===== config.mk =====
export PLATFORM = sky130hd
export DESIGN_NAME = sstv_rgb_to_luma_chroma_pair_top_flat
export DESIGN_NICKNAME = d
export VERILOG_FILES = /design/src/design/sstvyc_pkg.sv /design/src/design/sstvyc_ifs.sv /design/src/design/sstvyc_luma.sv /design/src/design/sstvyc_chroma.sv /design/src/design/sstv_rgb_to_luma_chroma_pair_top.sv /design/src/flat_wrapper.sv
export SDC_FILE = /design/constraint.sdc
export NUM_CORES = 1
export LEC_CHECK = 0
export BUFFER_PORTS_ARGS = -buffer_cell sky130_fd_sc_hd__buf_2
export CORE_MARGIN = 5
export CORE_UTILIZATION = 55
export CTS_BUF_LIST = sky130_fd_sc_hd__clkbuf_4 sky130_fd_sc_hd__clkbuf_8
export DETAILED_ROUTE_END_ITERATION = 8
export PLACE_DENSITY = 0.77
export SKIP_LAST_GASP = 1
export SLEW_MARGIN = 0
export SYNTH_ARGS = -nofsm -noshare
export SYNTH_HDL_FRONTEND = slang
export SYNTH_HIERARCHICAL = 1
export SYNTH_SLANG_ARGS = --single-unit

===== constraint.sdc =====
create_clock -name clk -period 9.52 [get_ports clk]
set_input_delay 1.904 -clock clk [delete_from_list [all_inputs] [get_ports clk]]
set_output_delay 1.904 -clock clk [all_outputs]
set_load 0.1 [all_outputs]

===== src/design/sstvyc_pkg.sv =====
// Shared types and constants of the SSTV luma and color-difference converter.
package sstvyc_pkg;

  localparam logic [14:0] LUMA_G        = 15'd59;
  localparam logic [14:0] LUMA_R        = 15'd30;
  localparam logic [14:0] LUMA_B        = 15'd11;
  localparam logic [29:0] LUMA_RECIP    = 30'd20972;
  localparam int          LUMA_SHIFT    = 21;

  localparam logic [12:0] RED_GAIN      = 13'd10;
  localparam logic [12:0] RED_OFFSET    = 13'd1785;
  localparam logic [12:0] RED_Y_GAIN    = 13'd5;
  localparam logic [12:0] RED_SAT       = 13'd3570;
  localparam logic [24:0] RED_RECIP     = 25'd4682;
  localparam int          RED_SHIFT     = 16;

  localparam logic [15:0] BLUE_GAIN     = 16'd100;
  localparam logic [15:0] BLUE_OFFSET   = 16'd22695;
  localparam logic [15:0] BLUE_Y_GAIN   = 16'd50;
  localparam logic [15:0] BLUE_SAT      = 16'd45390;
  localparam logic [31:0] BLUE_RECIP    = 32'd47128;
  localparam int          BLUE_SHIFT    = 23;

  localparam logic [7:0]  BYTE_MAX      = 8'd255;

  typedef struct packed {
    logic [7:0] luma_even;
    logic [7:0] luma_odd;
    logic [7:0] red_avg;
    logic [7:0] blue_avg;
    logic       paired;
  } luma_t;

endpackage


===== src/design/sstvyc_ifs.sv =====
// Handshake channel interfaces for pixel items, result items and configuration.
interface sstvyc_in_if;
  logic       valid;
  logic       ready;
  logic [7:0] even_red;
  logic [7:0] even_green;
  logic [7:0] even_blue;
  logic [7:0] odd_red;
  logic [7:0] odd_green;
  logic [7:0] odd_blue;
  modport source(output valid, even_red, even_green, even_blue, odd_red, odd_green,
                 odd_blue, input ready);
  modport sink(input valid, even_red, even_green, even_blue, odd_red, odd_green,
               odd_blue, output ready);
endinterface

interface sstvyc_out_if;
  logic       valid;
  logic       ready;
  logic [7:0] luma_even;
  logic [7:0] luma_odd;
  logic [7:0] red_diff;
  logic [7:0] blue_diff;
  modport source(output valid, luma_even, luma_odd, red_diff, blue_diff, input ready);
  modport sink(input valid, luma_even, luma_odd, red_diff, blue_diff, output ready);
endinterface

interface sstvyc_cfg_if;
  logic valid;
  logic ready;
  logic paired_mode;
  modport source(output valid, paired_mode, input ready);
  modport sink(input valid, paired_mode, output ready);
endinterface


===== src/design/sstvyc_luma.sv =====
// Luma stages: weighted RGB sums, then reciprocal divide by 100, plus red and blue row averages in paired mode.
module sstvyc_luma
  import sstvyc_pkg::*;
(
  input  logic       clk,
  input  logic       rst_n,
  input  logic       paired_mode,
  sstvyc_in_if.sink  in_ch,
  output logic       lm_valid,
  input  logic       lm_ready,
  output luma_t      lm_data
);

  logic        v1_r;
  logic        v2_r;
  logic        ready1;
  logic        ready2;
  logic [14:0] lnum_e_r;
  logic [14:0] lnum_o_r;
  logic [7:0]  ravg_r;
  logic [7:0]  bavg_r;
  logic        paired_r;
  logic [14:0] lnum_e_nxt;
  logic [14:0] lnum_o_nxt;
  logic [7:0]  ravg_nxt;
  logic [7:0]  bavg_nxt;
  logic [29:0] prod_e;
  logic [29:0] prod_o;
  luma_t       data_r;
  luma_t       data_nxt;

  assign ready2      = !v2_r || lm_ready;
  assign ready1      = !v1_r || ready2;
  assign in_ch.ready = ready1;

  always_comb begin
    lnum_e_nxt = 15'(in_ch.even_green) * LUMA_G + 15'(in_ch.even_red) * LUMA_R
               + 15'(in_ch.even_blue) * LUMA_B;
    if (paired_mode) begin
      lnum_o_nxt = 15'(in_ch.odd_green) * LUMA_G + 15'(in_ch.odd_red) * LUMA_R
                 + 15'(in_ch.odd_blue) * LUMA_B;
      ravg_nxt   = 8'((9'(in_ch.even_red) + 9'(in_ch.odd_red)) >> 1);
      bavg_nxt   = 8'((9'(in_ch.even_blue) + 9'(in_ch.odd_blue)) >> 1);
    end else begin
      lnum_o_nxt = '0;
      ravg_nxt   = in_ch.even_red;
      bavg_nxt   = in_ch.even_blue;
    end
  end

  always_comb begin
    prod_e             = 30'(lnum_e_r) * LUMA_RECIP;
    prod_o             = 30'(lnum_o_r) * LUMA_RECIP;
    data_nxt.luma_even = prod_e[LUMA_SHIFT +: 8];
    data_nxt.luma_odd  = prod_o[LUMA_SHIFT +: 8];
    data_nxt.red_avg   = ravg_r;
    data_nxt.blue_avg  = bavg_r;
    data_nxt.paired    = paired_r;
  end

  always_ff @(posedge clk) begin
    if (!rst_n) begin
      v1_r <= 1'b0;
      v2_r <= 1'b0;
    end else begin
      if (ready1) begin
        v1_r <= in_ch.valid;
      end
      if (ready2) begin
        v2_r <= v1_r;
      end
    end
  end

  always_ff @(posedge clk) begin
    if (in_ch.valid && ready1) begin
      lnum_e_r <= lnum_e_nxt;
      lnum_o_r <= lnum_o_nxt;
      ravg_r   <= ravg_nxt;
      bavg_r   <= bavg_nxt;
      paired_r <= paired_mode;
    end
    if (v1_r && ready2) begin
      data_r <= data_nxt;
    end
  end

  assign lm_valid = v2_r;
  assign lm_data  = data_r;

endmodule


===== src/design/sstvyc_chroma.sv =====
// Chroma stages: offset differences with saturation, then reciprocal divides.
module sstvyc_chroma
  import sstvyc_pkg::*;
(
  input  logic        clk,
  input  logic        rst_n,
  input  logic        lm_valid,
  output logic        lm_ready,
  input  luma_t       lm_data,
  sstvyc_out_if.source out_ch
);

  logic        v1_r;
  logic        v2_r;
  logic        ready1;
  logic        ready2;
  logic [8:0]  ysum;
  logic [12:0] rpos;
  logic [12:0] rsub;
  logic [12:0] rdiff;
  logic [15:0] bpos;
  logic [15:0] bsub;
  logic [15:0] bdiff;
  logic [7:0]  ye_r;
  logic [7:0]  yo_r;
  logic [11:0] rn_r;
  logic [15:0] bn_r;
  logic        rneg_r;
  logic        rhi_r;
  logic        bneg_r;
  logic        bhi_r;
  logic [24:0] rprod;
  logic [31:0] bprod;
  logic [7:0]  rd_nxt;
  logic [7:0]  bd_nxt;
  logic [7:0]  luma_even_r;
  logic [7:0]  luma_odd_r;
  logic [7:0]  red_diff_r;
  logic [7:0]  blue_diff_r;

  assign ready2   = !v2_r || out_ch.ready;
  assign ready1   = !v1_r || ready2;
  assign lm_ready = ready1;

  always_comb begin
    if (lm_data.paired) begin
      ysum = 9'(lm_data.luma_even) + 9'(lm_data.luma_odd);
    end else begin
      ysum = {lm_data.luma_even, 1'b0};
    end
    rpos  = 13'(lm_data.red_avg) * RED_GAIN + RED_OFFSET;
    rsub  = 13'(ysum) * RED_Y_GAIN;
    rdiff = rpos - rsub;
    bpos  = 16'(lm_data.blue_avg) * BLUE_GAIN + BLUE_OFFSET;
    bsub  = 16'(ysum) * BLUE_Y_GAIN;
    bdiff = bpos - bsub;
  end

  always_comb begin
    rprod = 25'(rn_r) * RED_RECIP;
    bprod = 32'(bn_r) * BLUE_RECIP;
    if (rneg_r) begin
      rd_nxt = '0;
    end else if (rhi_r) begin
      rd_nxt = BYTE_MAX;
    end else begin
      rd_nxt = rprod[RED_SHIFT +: 8];
    end
    if (bneg_r) begin
      bd_nxt = '0;
    end else if (bhi_r) begin
      bd_nxt = BYTE_MAX;
    end else begin
      bd_nxt = bprod[BLUE_SHIFT +: 8];
    end
  end

  always_ff @(posedge clk) begin
    if (!rst_n) begin
      v1_r <= 1'b0;
      v2_r <= 1'b0;
    end else begin
      if (ready1) begin
        v1_r <= lm_valid;
      end
      if (ready2) begin
        v2_r <= v1_r;
      end
    end
  end

  always_ff @(posedge clk) begin
    if (lm_valid && ready1) begin
      ye_r   <= lm_data.luma_even;
      yo_r   <= lm_data.luma_odd;
      rneg_r <= rpos < rsub;
      rhi_r  <= rdiff >= RED_SAT;
      rn_r   <= rdiff[11:0];
      bneg_r <= bpos < bsub;
      bhi_r  <= bdiff >= BLUE_SAT;
      bn_r   <= bdiff;
    end
    if (v1_r && ready2) begin
      luma_even_r <= ye_r;
      luma_odd_r  <= yo_r;
      red_diff_r  <= rd_nxt;
      blue_diff_r <= bd_nxt;
    end
  end

  assign out_ch.valid     = v2_r;
  assign out_ch.luma_even = luma_even_r;
  assign out_ch.luma_odd  = luma_odd_r;
  assign out_ch.red_diff  = red_diff_r;
  assign out_ch.blue_diff = blue_diff_r;

endmodule


===== src/design/sstv_rgb_to_luma_chroma_pair_top.sv =====
// Top level of the SSTV RGB to luma and color-difference converter.
// Takes one pixel column (even-row and odd-row RGB) per cycle while the output is not
// stalled and returns luma for both rows (odd-row luma is 0 in single-row mode) plus
// red and blue color differences, all clamped to 0..255. The block is a four-stage
// pipeline; each stage holds its own valid bit, so bubbles close up while the output
// is stalled. The paired_mode register (reset 0, single row) is written through the
// cfg channel, which is always ready.
module sstv_rgb_to_luma_chroma_pair_top
  import sstvyc_pkg::*;
(
  input  logic         clk,
  input  logic         rst_n,
  sstvyc_cfg_if.sink   cfg_ch,
  sstvyc_in_if.sink    in_ch,
  sstvyc_out_if.source out_ch
);

  logic  paired_mode_r;
  logic  lm_valid;
  logic  lm_ready;
  luma_t lm_data;

  assign cfg_ch.ready = 1'b1;

  always_ff @(posedge clk) begin
    if (!rst_n) begin
      paired_mode_r <= 1'b0;
    end else if (cfg_ch.valid) begin
      paired_mode_r <= cfg_ch.paired_mode;
    end
  end

  sstvyc_luma u_luma (
    .clk         (clk),
    .rst_n       (rst_n),
    .paired_mode (paired_mode_r),
    .in_ch       (in_ch),
    .lm_valid    (lm_valid),
    .lm_ready    (lm_ready),
    .lm_data     (lm_data)
  );

  sstvyc_chroma u_chroma (
    .clk      (clk),
    .rst_n    (rst_n),
    .lm_valid (lm_valid),
    .lm_ready (lm_ready),
    .lm_data  (lm_data),
    .out_ch   (out_ch)
  );

endmodule


===== src/flat_wrapper.sv =====
// flat-port wrapper written by rule: the top's interface ports become plain ports
module sstv_rgb_to_luma_chroma_pair_top_flat import sstvyc_pkg::*;
  (clk, rst_n, cfg_ch_valid, cfg_ch_paired_mode, cfg_ch_ready, in_ch_valid, in_ch_even_red, in_ch_even_green, in_ch_even_blue, in_ch_odd_red, in_ch_odd_green, in_ch_odd_blue, in_ch_ready, out_ch_valid, out_ch_luma_even, out_ch_luma_odd, out_ch_red_diff, out_ch_blue_diff, out_ch_ready);
  sstvyc_cfg_if cfg_ch_i ();
  sstvyc_in_if in_ch_i ();
  sstvyc_out_if out_ch_i ();
  input  logic clk;
  input  logic rst_n;
  input wire logic [$bits(cfg_ch_i.valid)-1:0] cfg_ch_valid;
  input wire logic [$bits(cfg_ch_i.paired_mode)-1:0] cfg_ch_paired_mode;
  output wire logic [$bits(cfg_ch_i.ready)-1:0] cfg_ch_ready;
  input wire logic [$bits(in_ch_i.valid)-1:0] in_ch_valid;
  input wire logic [$bits(in_ch_i.even_red)-1:0] in_ch_even_red;
  input wire logic [$bits(in_ch_i.even_green)-1:0] in_ch_even_green;
  input wire logic [$bits(in_ch_i.even_blue)-1:0] in_ch_even_blue;
  input wire logic [$bits(in_ch_i.odd_red)-1:0] in_ch_odd_red;
  input wire logic [$bits(in_ch_i.odd_green)-1:0] in_ch_odd_green;
  input wire logic [$bits(in_ch_i.odd_blue)-1:0] in_ch_odd_blue;
  output wire logic [$bits(in_ch_i.ready)-1:0] in_ch_ready;
  output wire logic [$bits(out_ch_i.valid)-1:0] out_ch_valid;
  output wire logic [$bits(out_ch_i.luma_even)-1:0] out_ch_luma_even;
  output wire logic [$bits(out_ch_i.luma_odd)-1:0] out_ch_luma_odd;
  output wire logic [$bits(out_ch_i.red_diff)-1:0] out_ch_red_diff;
  output wire logic [$bits(out_ch_i.blue_diff)-1:0] out_ch_blue_diff;
  input wire logic [$bits(out_ch_i.ready)-1:0] out_ch_ready;
  assign cfg_ch_i.valid = cfg_ch_valid;
  assign cfg_ch_i.paired_mode = cfg_ch_paired_mode;
  assign cfg_ch_ready = cfg_ch_i.ready;
  assign in_ch_i.valid = in_ch_valid;
  assign in_ch_i.even_red = in_ch_even_red;
  assign in_ch_i.even_green = in_ch_even_green;
  assign in_ch_i.even_blue = in_ch_even_blue;
  assign in_ch_i.odd_red = in_ch_odd_red;
  assign in_ch_i.odd_green = in_ch_odd_green;
  assign in_ch_i.odd_blue = in_ch_odd_blue;
  assign in_ch_ready = in_ch_i.ready;
  assign out_ch_valid = out_ch_i.valid;
  assign out_ch_luma_even = out_ch_i.luma_even;
  assign out_ch_luma_odd = out_ch_i.luma_odd;
  assign out_ch_red_diff = out_ch_i.red_diff;
  assign out_ch_blue_diff = out_ch_i.blue_diff;
  assign out_ch_i.ready = out_ch_ready;
  sstv_rgb_to_luma_chroma_pair_top u_core (.clk(clk), .rst_n(rst_n), .cfg_ch(cfg_ch_i), .in_ch(in_ch_i), .out_ch(out_ch_i));
endmodule

==> reports/summary.md, run 1 <==
The tools report the estimated wirelength of the detail-placed design as 46.1 mm. Number of placed I/O pins: 89. For the final layout net count, the log shows 3709. In the final routed layout, each cell accounts on average for 15.4 microns. Most numerous cell in the Yosys netlist: inv_1. For the worst-skew pair, the clock arrives at the later sink with an insertion delay of 500 ps. Ranked by total cell area, the synthesized netlist is headed by ha_1, fa_1, edfxtp_1, inv_1, xnor2_1. The chip width works out to 232 microns. After synthesis, the most frequently instantiated cells are inv_1, ha_1, fa_1, edfxtp_1, a21oi_1. Clock-pin slew was measured on the worst setup and hold paths at 110 ps. The type of the worst setup path was input port to flop. The biggest area contributor in the post-synthesis netlist is ha_1. TritonCTS built the clock tree. The proportion of layout cells with a drive suffix above 1 is 0.0634. From synthesis to final layout, the design area changed by 6.18%. Clock root buffer master: clkbuf_8. The synthesized netlist occupies a cell area of 27100 sq um. The final route contains 17981 vias. In this run, synthesis produced a sequential element count of 163. The first global-routing pass estimated 89.7 mm of wire. The share of the clock period used by the worst path after layout is 0.742, and the detailed-route vias per instance is 5.32. The number of antenna violations at the first check in global routing was 7. The number of clock buffers added by TritonCTS is 17. The mean post-synth cell area came out at 10.4 sq um. Among all stages on the critical path, the largest delay is contributed by fa_1. For the overall die area, the log shows 53800 sq um. The core region is 48800 sq um. The starting density of the core is 0.555, and the worst-case setup slack after placement is 1950 ps. The async set or reset register ratio after synthesis is 0, and the share of the core filled with cells is 0.589. Once the clock tree was built, the setup fixing pass inserted 0 buffers.

The sum of buffers and inverters on the critical path is 3. The portion of synthesized cell area occupied by the leading cell type came out at 0.287. Fill cells in the final layout number 4023. The run gives 0 as the post-cts resize count. The height of the chip came out at 232 microns. Walking the worst path, the cells encountered are buf_2 > fa_1 > fa_1 > fa_1 > a21oi_1 > nor2_1 > nor2_1 > o21bai_1 > a21oi_1 > o21bai_1 > a21oi_1 > xnor2_1 > ha_1 > inv_1 > fa_1 > fa_1 > inv_1 > ha_1 > and2_1 > a22o_1 > a311o_1 > a21oi_1 > nor3b_2.

The setup TNS was 0 ps; the measured slew at the worst slew-check pin was 1150 ps. The post-route DRC violation count is 0, and the row count is 81. The run gives 0 as the number of hold-slack violations in the final timing report. The largest single stage delay on the critical path is 590 ps. In this run the worst hold path is classified as flop to flop. The total number of H-tree levels is 4. Counting distinct cell types in the post-synthesis netlist gives 82. When the netlist entered floorplanning its net count stood at 3611. The first-pass detailed-route iteration total was 5. The logs give 9750 ps for the required time at the worst-slack endpoint and 2 for the deepest clock path buffer count. The number of clock sinks was 163. By instance count, the cell type seen most on the critical path is fa_1. The maximum clock rate came out at 142 MHz. For this run the aggregate overflow at the end of global routing stands at 0. Setup repair after global routing left no endpoint under its margin.

Entering global routing, the biggest net connects 48 pins. For the smallest setup slack after layout, the log shows 2460 ps. The logs give 19406 for the via count of the first global-routing pass and 810 for the number of violations reported at the end of detailed-routing iteration 0. Startpoint type of the worst setup path: an input port. The run gives 0.179 as the post-synthesis sequential area ratio. The count of synthesis-stage warnings from yosys is 6.

The worst slew margin relative to its limit was 0.230; the number of cells produced by synthesis was 2601. The tools report the number of maximum-capacitance constraint violations as 0. The run finished with clean final reports. Port buffering added 87 buffers. For this design, the CTS-stage hold fixing added 0 buffers. The number of enable-type register cells in the synthesized netlist is 158.

Across the routed clock network, the largest skew measured is 22.3 ps. Among all flip-flop cells after synthesis, the most frequent one is edfxtp_1. The routed design has 52.2 mm of wire. The number of slew-limit violations in the final report is 0.

The family with the most delay on the worst path was adder cells. Routability congestion estimate: 0.892. The run gives 0 as the setup violation total in the final timing report. In this run the worst path has a maximum fanout of 5.

The worst setup path is captured at a flop. The worst path needs 7060 ps of the cycle, external delays included. The overall global routing resource usage was 0.203; the data arrival time at the worst-slack endpoint was 7290 ps. In this run the remaining antenna-violating nets after routing total 0.
[state kept, by name, summed over array words and instances, names as in the netlist, 8 cells and up]
name,cells
u_core/u_chroma/bn_r,14
u_core/u_chroma/out_ch.blue_diff,8
u_core/u_chroma/out_ch.luma_even,8
u_core/u_chroma/out_ch.luma_odd,8
u_core/u_chroma/out_ch.red_diff,8
u_core/u_chroma/rn_r,12
u_core/u_chroma/ye_r,8
u_core/u_chroma/yo_r,8
u_core/u_luma/bavg_r,8
u_core/u_luma/lm_data,33
u_core/u_luma/lnum_e_r,15
u_core/u_luma/lnum_o_r,15
u_core/u_luma/ravg_r,8
[worst register-to-register path: stages, from the launching register on]
cell	delay, ps
edfxtp_1	490
ha_1	260
fa_1	400
a21o_1	200
a21oi_1	240
o21bai_1	100
a21oi_1	230
xnor2_1	100
mux2i_1	420
inv_1	170
ha_1	330
ha_1	300
ha_1	300
ha_1	310
inv_1	90
o21bai_1	80
a21oi_1	270
xor2_1	160
ha_1	360
o21a_1	140
nor2_1	40
a21o_1	170
o21ai_0	220
nor3b_1	290
a211oi_1	90
[path summary, 6_finish.rpt]
check / startpoint / to / slack, ps / depth (start not counted)
max: in_ch_odd_red[0] / u_core/u_luma/lnum_o_r[14]$_SDFFCE_PN0P_ / 2460 / 23
min: u_core/u_chroma/ye_r[3]$_DFFE_PP_ / u_core/u_chroma/out_ch.luma_even[3]$_DFFE_PP_ / 420 / 0
max reg2reg: u_core/u_luma/lm_data[25]$_DFFE_PP_ / u_core/u_chroma/bhi_r$_DFFE_PP_ / 3520 / 24
min reg2reg: u_core/u_chroma/ye_r[3]$_DFFE_PP_ / u_core/u_chroma/out_ch.luma_even[3]$_DFFE_PP_ / 420 / 0
[metal layers]
| metal | part of all wire | GRT usage | vias to the layer above |
|---|---|---|---|
| met3 | 0.043 | 0.0296 | 69 |
| met5 | 0.0013 | 0 | - |
| met1 | 0.43 | 0.256 | 8833 |
| met4 | 0.018 | 0.0521 | 10 |
| met2 | 0.51 | 0.365 | 342 |
| li1 | - | - | 8727 |
[metrics by stage]
step,cells,instance area [sq um],hold slack [ps]
floorplan,2601,27100,400
global placement,3344,28400,406
detailed placement,3344,28400,405
CTS,3376,28800,422
global route,3377,28800,432
finish,3378,28800,422
[placed cells by master (no fill, tap or decap), types with 10 or more instances in the layout]
cell        n
a21oi_1   115
edfxtp_1  158
or2_2      10
buf_2      87
o21ai_0    47
nand4_1    10
o21bai_1   23
nand3_1    25
xnor2_1    96
fa_1      335
nor2b_1    22
mux2_2     10
nor2_1     82
and2_1     11
a21o_1     41
clkbuf_8   17
nand2_1    51
xor2_1     47
nor3_1     23
o21a_1     22
nand2b_1   10
inv_1     683
ha_1      621
[layout make-up]
class                      instances  area, sq um  area share
antenna                            2         5.00    0.000174
clock buffer                      17          234     0.00813
clock inverter                    15          186     0.00648
inverter                         683         2560      0.0891
multi-input combinational       1747        19700       0.684
sequential                       163         4840       0.168
tap                              664          831      0.0289
timing repair buffer              87          435      0.0151
[cells by family after synthesis]
family | count (synthesis) | share of synthesized area
xor+xnor | 143 | 0.0462
simple gates | 287 | 0.0539
buf+inv | 691 | 0.0958
mux | 16 | 0.00637
compound gates | 344 | 0.0846
flops | 163 | 0.179
fa+ha+maj | 956 | 0.534
other cells | 1 | 0.000138
Power of run 1 is left out: the tool's default activity adds up to more than one toggle a clock period on the data nets, which glitch-free logic cannot reach.
==> run 2, diff against run 1 <==
- clock period: 9.52 -> 6.7 ns (I/O delays scaled with it)
==> run 2 against run 1 <==
Against the previous run: setup slack got worse by 2100 ps; highest routed layer unchanged; clock-buffer cell count rose by 1; register-to-register slack got worse by 2900 ps; critical path type unchanged; clock skew barely moved; flip-flop and latch count did not move.
==> reports/summary.md, run 2 (synthesis results as in run 1) <==
TritonCTS built the clock tree. The number of slew-limit violations in the final report is 0. The flip-flop count of the largest register, all copies and words added is 33.

The signal on the critical path passes through buf_2 > fa_1 > fa_1 > fa_1 > a21oi_1 > nor2_1 > nor2_1 > o21bai_1 > a21oi_1 > o21bai_1 > a21oi_1 > xnor2_1 > ha_1 > inv_1 > fa_1 > fa_1 > inv_1 > ha_1 > and2_1 > a22o_1 > a311oi_1 > xor2_1 > nor2_1. The starting density of the core was 0.555. After clock tree synthesis, the clock-pin slew on the worst setup and hold paths is 90 ps. The maximum clock rate came out at 158 MHz. The signed area change from the synthesized netlist to the final layout is 6.60%. The tree is rooted in a clkbuf_8. The clock passes through at most 2 buffers. The tools report the endpoint of the most critical register-to-register path as u_core/u_chroma/bhi_r$_DFFE_PP_. After the first detailed-routing iteration, the DRC count stood at 764. The tools report the overall global routing resource usage as 0.205. Counting cells, the worst reg-to-reg path comes to 24. Counting stages on the worst path, the most repeated cell is fa_1. Counting the fill cells in the layout gives 4054.

The worst slew margin relative to its limit is 0.236. Post-CTS repair changed the size of 0 cells. The post-route DRC violation count came out at 0.

The floorplan step set the die height to 232 microns. The run finished with clean final reports. The number of cells on the worst hold path was 0. In the routed layout, each cell is associated on average with a via count of 5.30. For the pin with the worst max-slew slack, the measured transition is 1140 ps. Setup repair after global routing left no endpoint under its margin. The pin count of the biggest net entering global routing was 48; the total of buffers placed on input and output ports was 87. The setup TNS is 0 ps. The tools report the startpoint type of the worst setup path as an input port. The setup violation total in the final timing report was 0. The library cells used most frequently in the layout, excluding fill and tap cells, are inv_1, ha_1, fa_1, edfxtp_1, a21oi_1. STA classifies the critical path endpoint as a flop. The number of antenna violations at the first check in global routing came out at 7. The largest fanout on the critical path came out at 3.

Counting both buffers and inverters, the worst setup path holds a total of 3. The tools report the final layout net count as 3727. The startpoint identified for the worst hold timing path is u_core/u_luma/ravg_r[0]$_DFFE_PP_. The number of clock sinks was 163; the final setup skew was 22.0 ps. The combined flip-flop and latch cell area was 4840 sq um. The multi-input combinational cells in the finished layout cover a total of 19700 sq um.

The first TritonRoute pass finished after 6 iterations. Share of the core filled with cells: 0.591. The routability congestion estimate was 0.881. For this design, the CTS-stage hold fixing added 0 buffers.

Row generation in the floorplan step produced 81 rows. Beginning of the worst register-to-register path: u_core/u_luma/lm_data[17]$_DFFE_PP_. After clock tree synthesis, the setup repair step added 0 buffers. The run gives 0 as the residual overflow from global routing. The post-route minimum period works out to 6330 ps. Count of placed standard cells in the final layout, fillers left out: 3396. Data arrives at the worst endpoint at 6570 ps.

By startpoint and endpoint, the worst setup path is classified as input port to flop. The detail-routed net length per standard cell was 15.6 microns; the proportion of layout cells with a drive suffix above 1 was 0.0696. For the worst-skew pair, the clock arrives at the later sink with an insertion delay of 510 ps. The via count of the first global-routing pass was 19692; the overall die area was 53800 sq um. The critical path's slowest cell was fa_1. The region available for standard cell placement spans 48800 sq um.

Leaving out fill and tap cells, the most frequent cell in the layout is inv_1. After legalization and detailed placement, the total HPWL measured 46.8 mm. After detailed routing, the total wire length is 52.9 mm. After detailed placement, the design holds a cell count of 3362. The number of maximum-capacitance constraint violations was 0; the number of clock buffers inserted by TritonCTS was 17. For the worst setup path, the data required time is 6940 ps. Remaining number of nets flagged by the antenna check after routing: 0. For the number of hold-slack violations in the final timing report, the log shows 0.

Summing over every cut layer, the via total after detailed routing is 17986. Among cell families on the critical path, the largest total delay comes from adder cells. The floorplan step set the die width to 232 microns. The peak per-stage delay on the critical path works out to 590 ps. For hold timing, the worst endpoint is u_core/u_luma/lm_data[9]$_DFFE_PP_.

Pin placement for this block handled 89 I/O pins. The H-tree generated during clock tree synthesis spans 4 levels. Worst min-delay path category: flop to flop.

The first global-routing pass estimated 91.0 mm of wire. The share of the clock period used by the worst path after layout was 0.945. The worst register-to-register path has a setup slack of 670 ps.
[run 2: per-layer routing]
metal / vias up / part of all wire / GRT usage
met5: - / 0.00078 / 0
met4: 6 / 0.020 / 0.0524
met3: 71 / 0.040 / 0.0335
met2: 324 / 0.51 / 0.372
met1: 8811 / 0.43 / 0.255
li1: 8774 / - / -
[run 2: metrics by stage]
stage | setup slack (ps) | area [sq um] | hold slack [ps]
2_1_floorplan | 201 | 27100 | 400
3_3_place_gp | -38.7 | 28500 | 404
3_5_place_dp | -113 | 28500 | 405
4_1_cts | 452 | 28900 | 427
5_1_grt | 107 | 28900 | 427
6_report | 366 | 28900 | 430
[run 2: layout make-up]
type	instances	share of cell area
diodes	2	0.000173
clock buffers	18	0.00836
clock inverters	14	0.00546
inverters	683	0.0887
multi-input cells	1747	0.681
flip-flops and latches	163	0.168
well taps	664	0.0288
repair buffers	105	0.0197
[run 2: worst max path at each step]
stage	start	end	slack (ps)	depth (start not counted)
floorplan	in_ch_odd_red[3]	u_core/u_luma/lnum_o_r[14]$_SDFFCE_PN0P_	200	24
global placement	in_ch_odd_red[0]	u_core/u_luma/lnum_o_r[14]$_SDFFCE_PN0P_	-40	23
detailed placement	in_ch_odd_red[0]	u_core/u_luma/lnum_o_r[14]$_SDFFCE_PN0P_	-110	23
CTS	in_ch_odd_red[0]	u_core/u_luma/lnum_o_r[14]$_SDFFCE_PN0P_	450	23
global route	in_ch_even_red[3]	u_core/u_luma/lnum_e_r[14]$_DFFE_PP_	110	25
finish	in_ch_odd_red[0]	u_core/u_luma/lnum_o_r[12]$_SDFFCE_PN0P_	370	23
Power of run 2 is left out for the same reason.
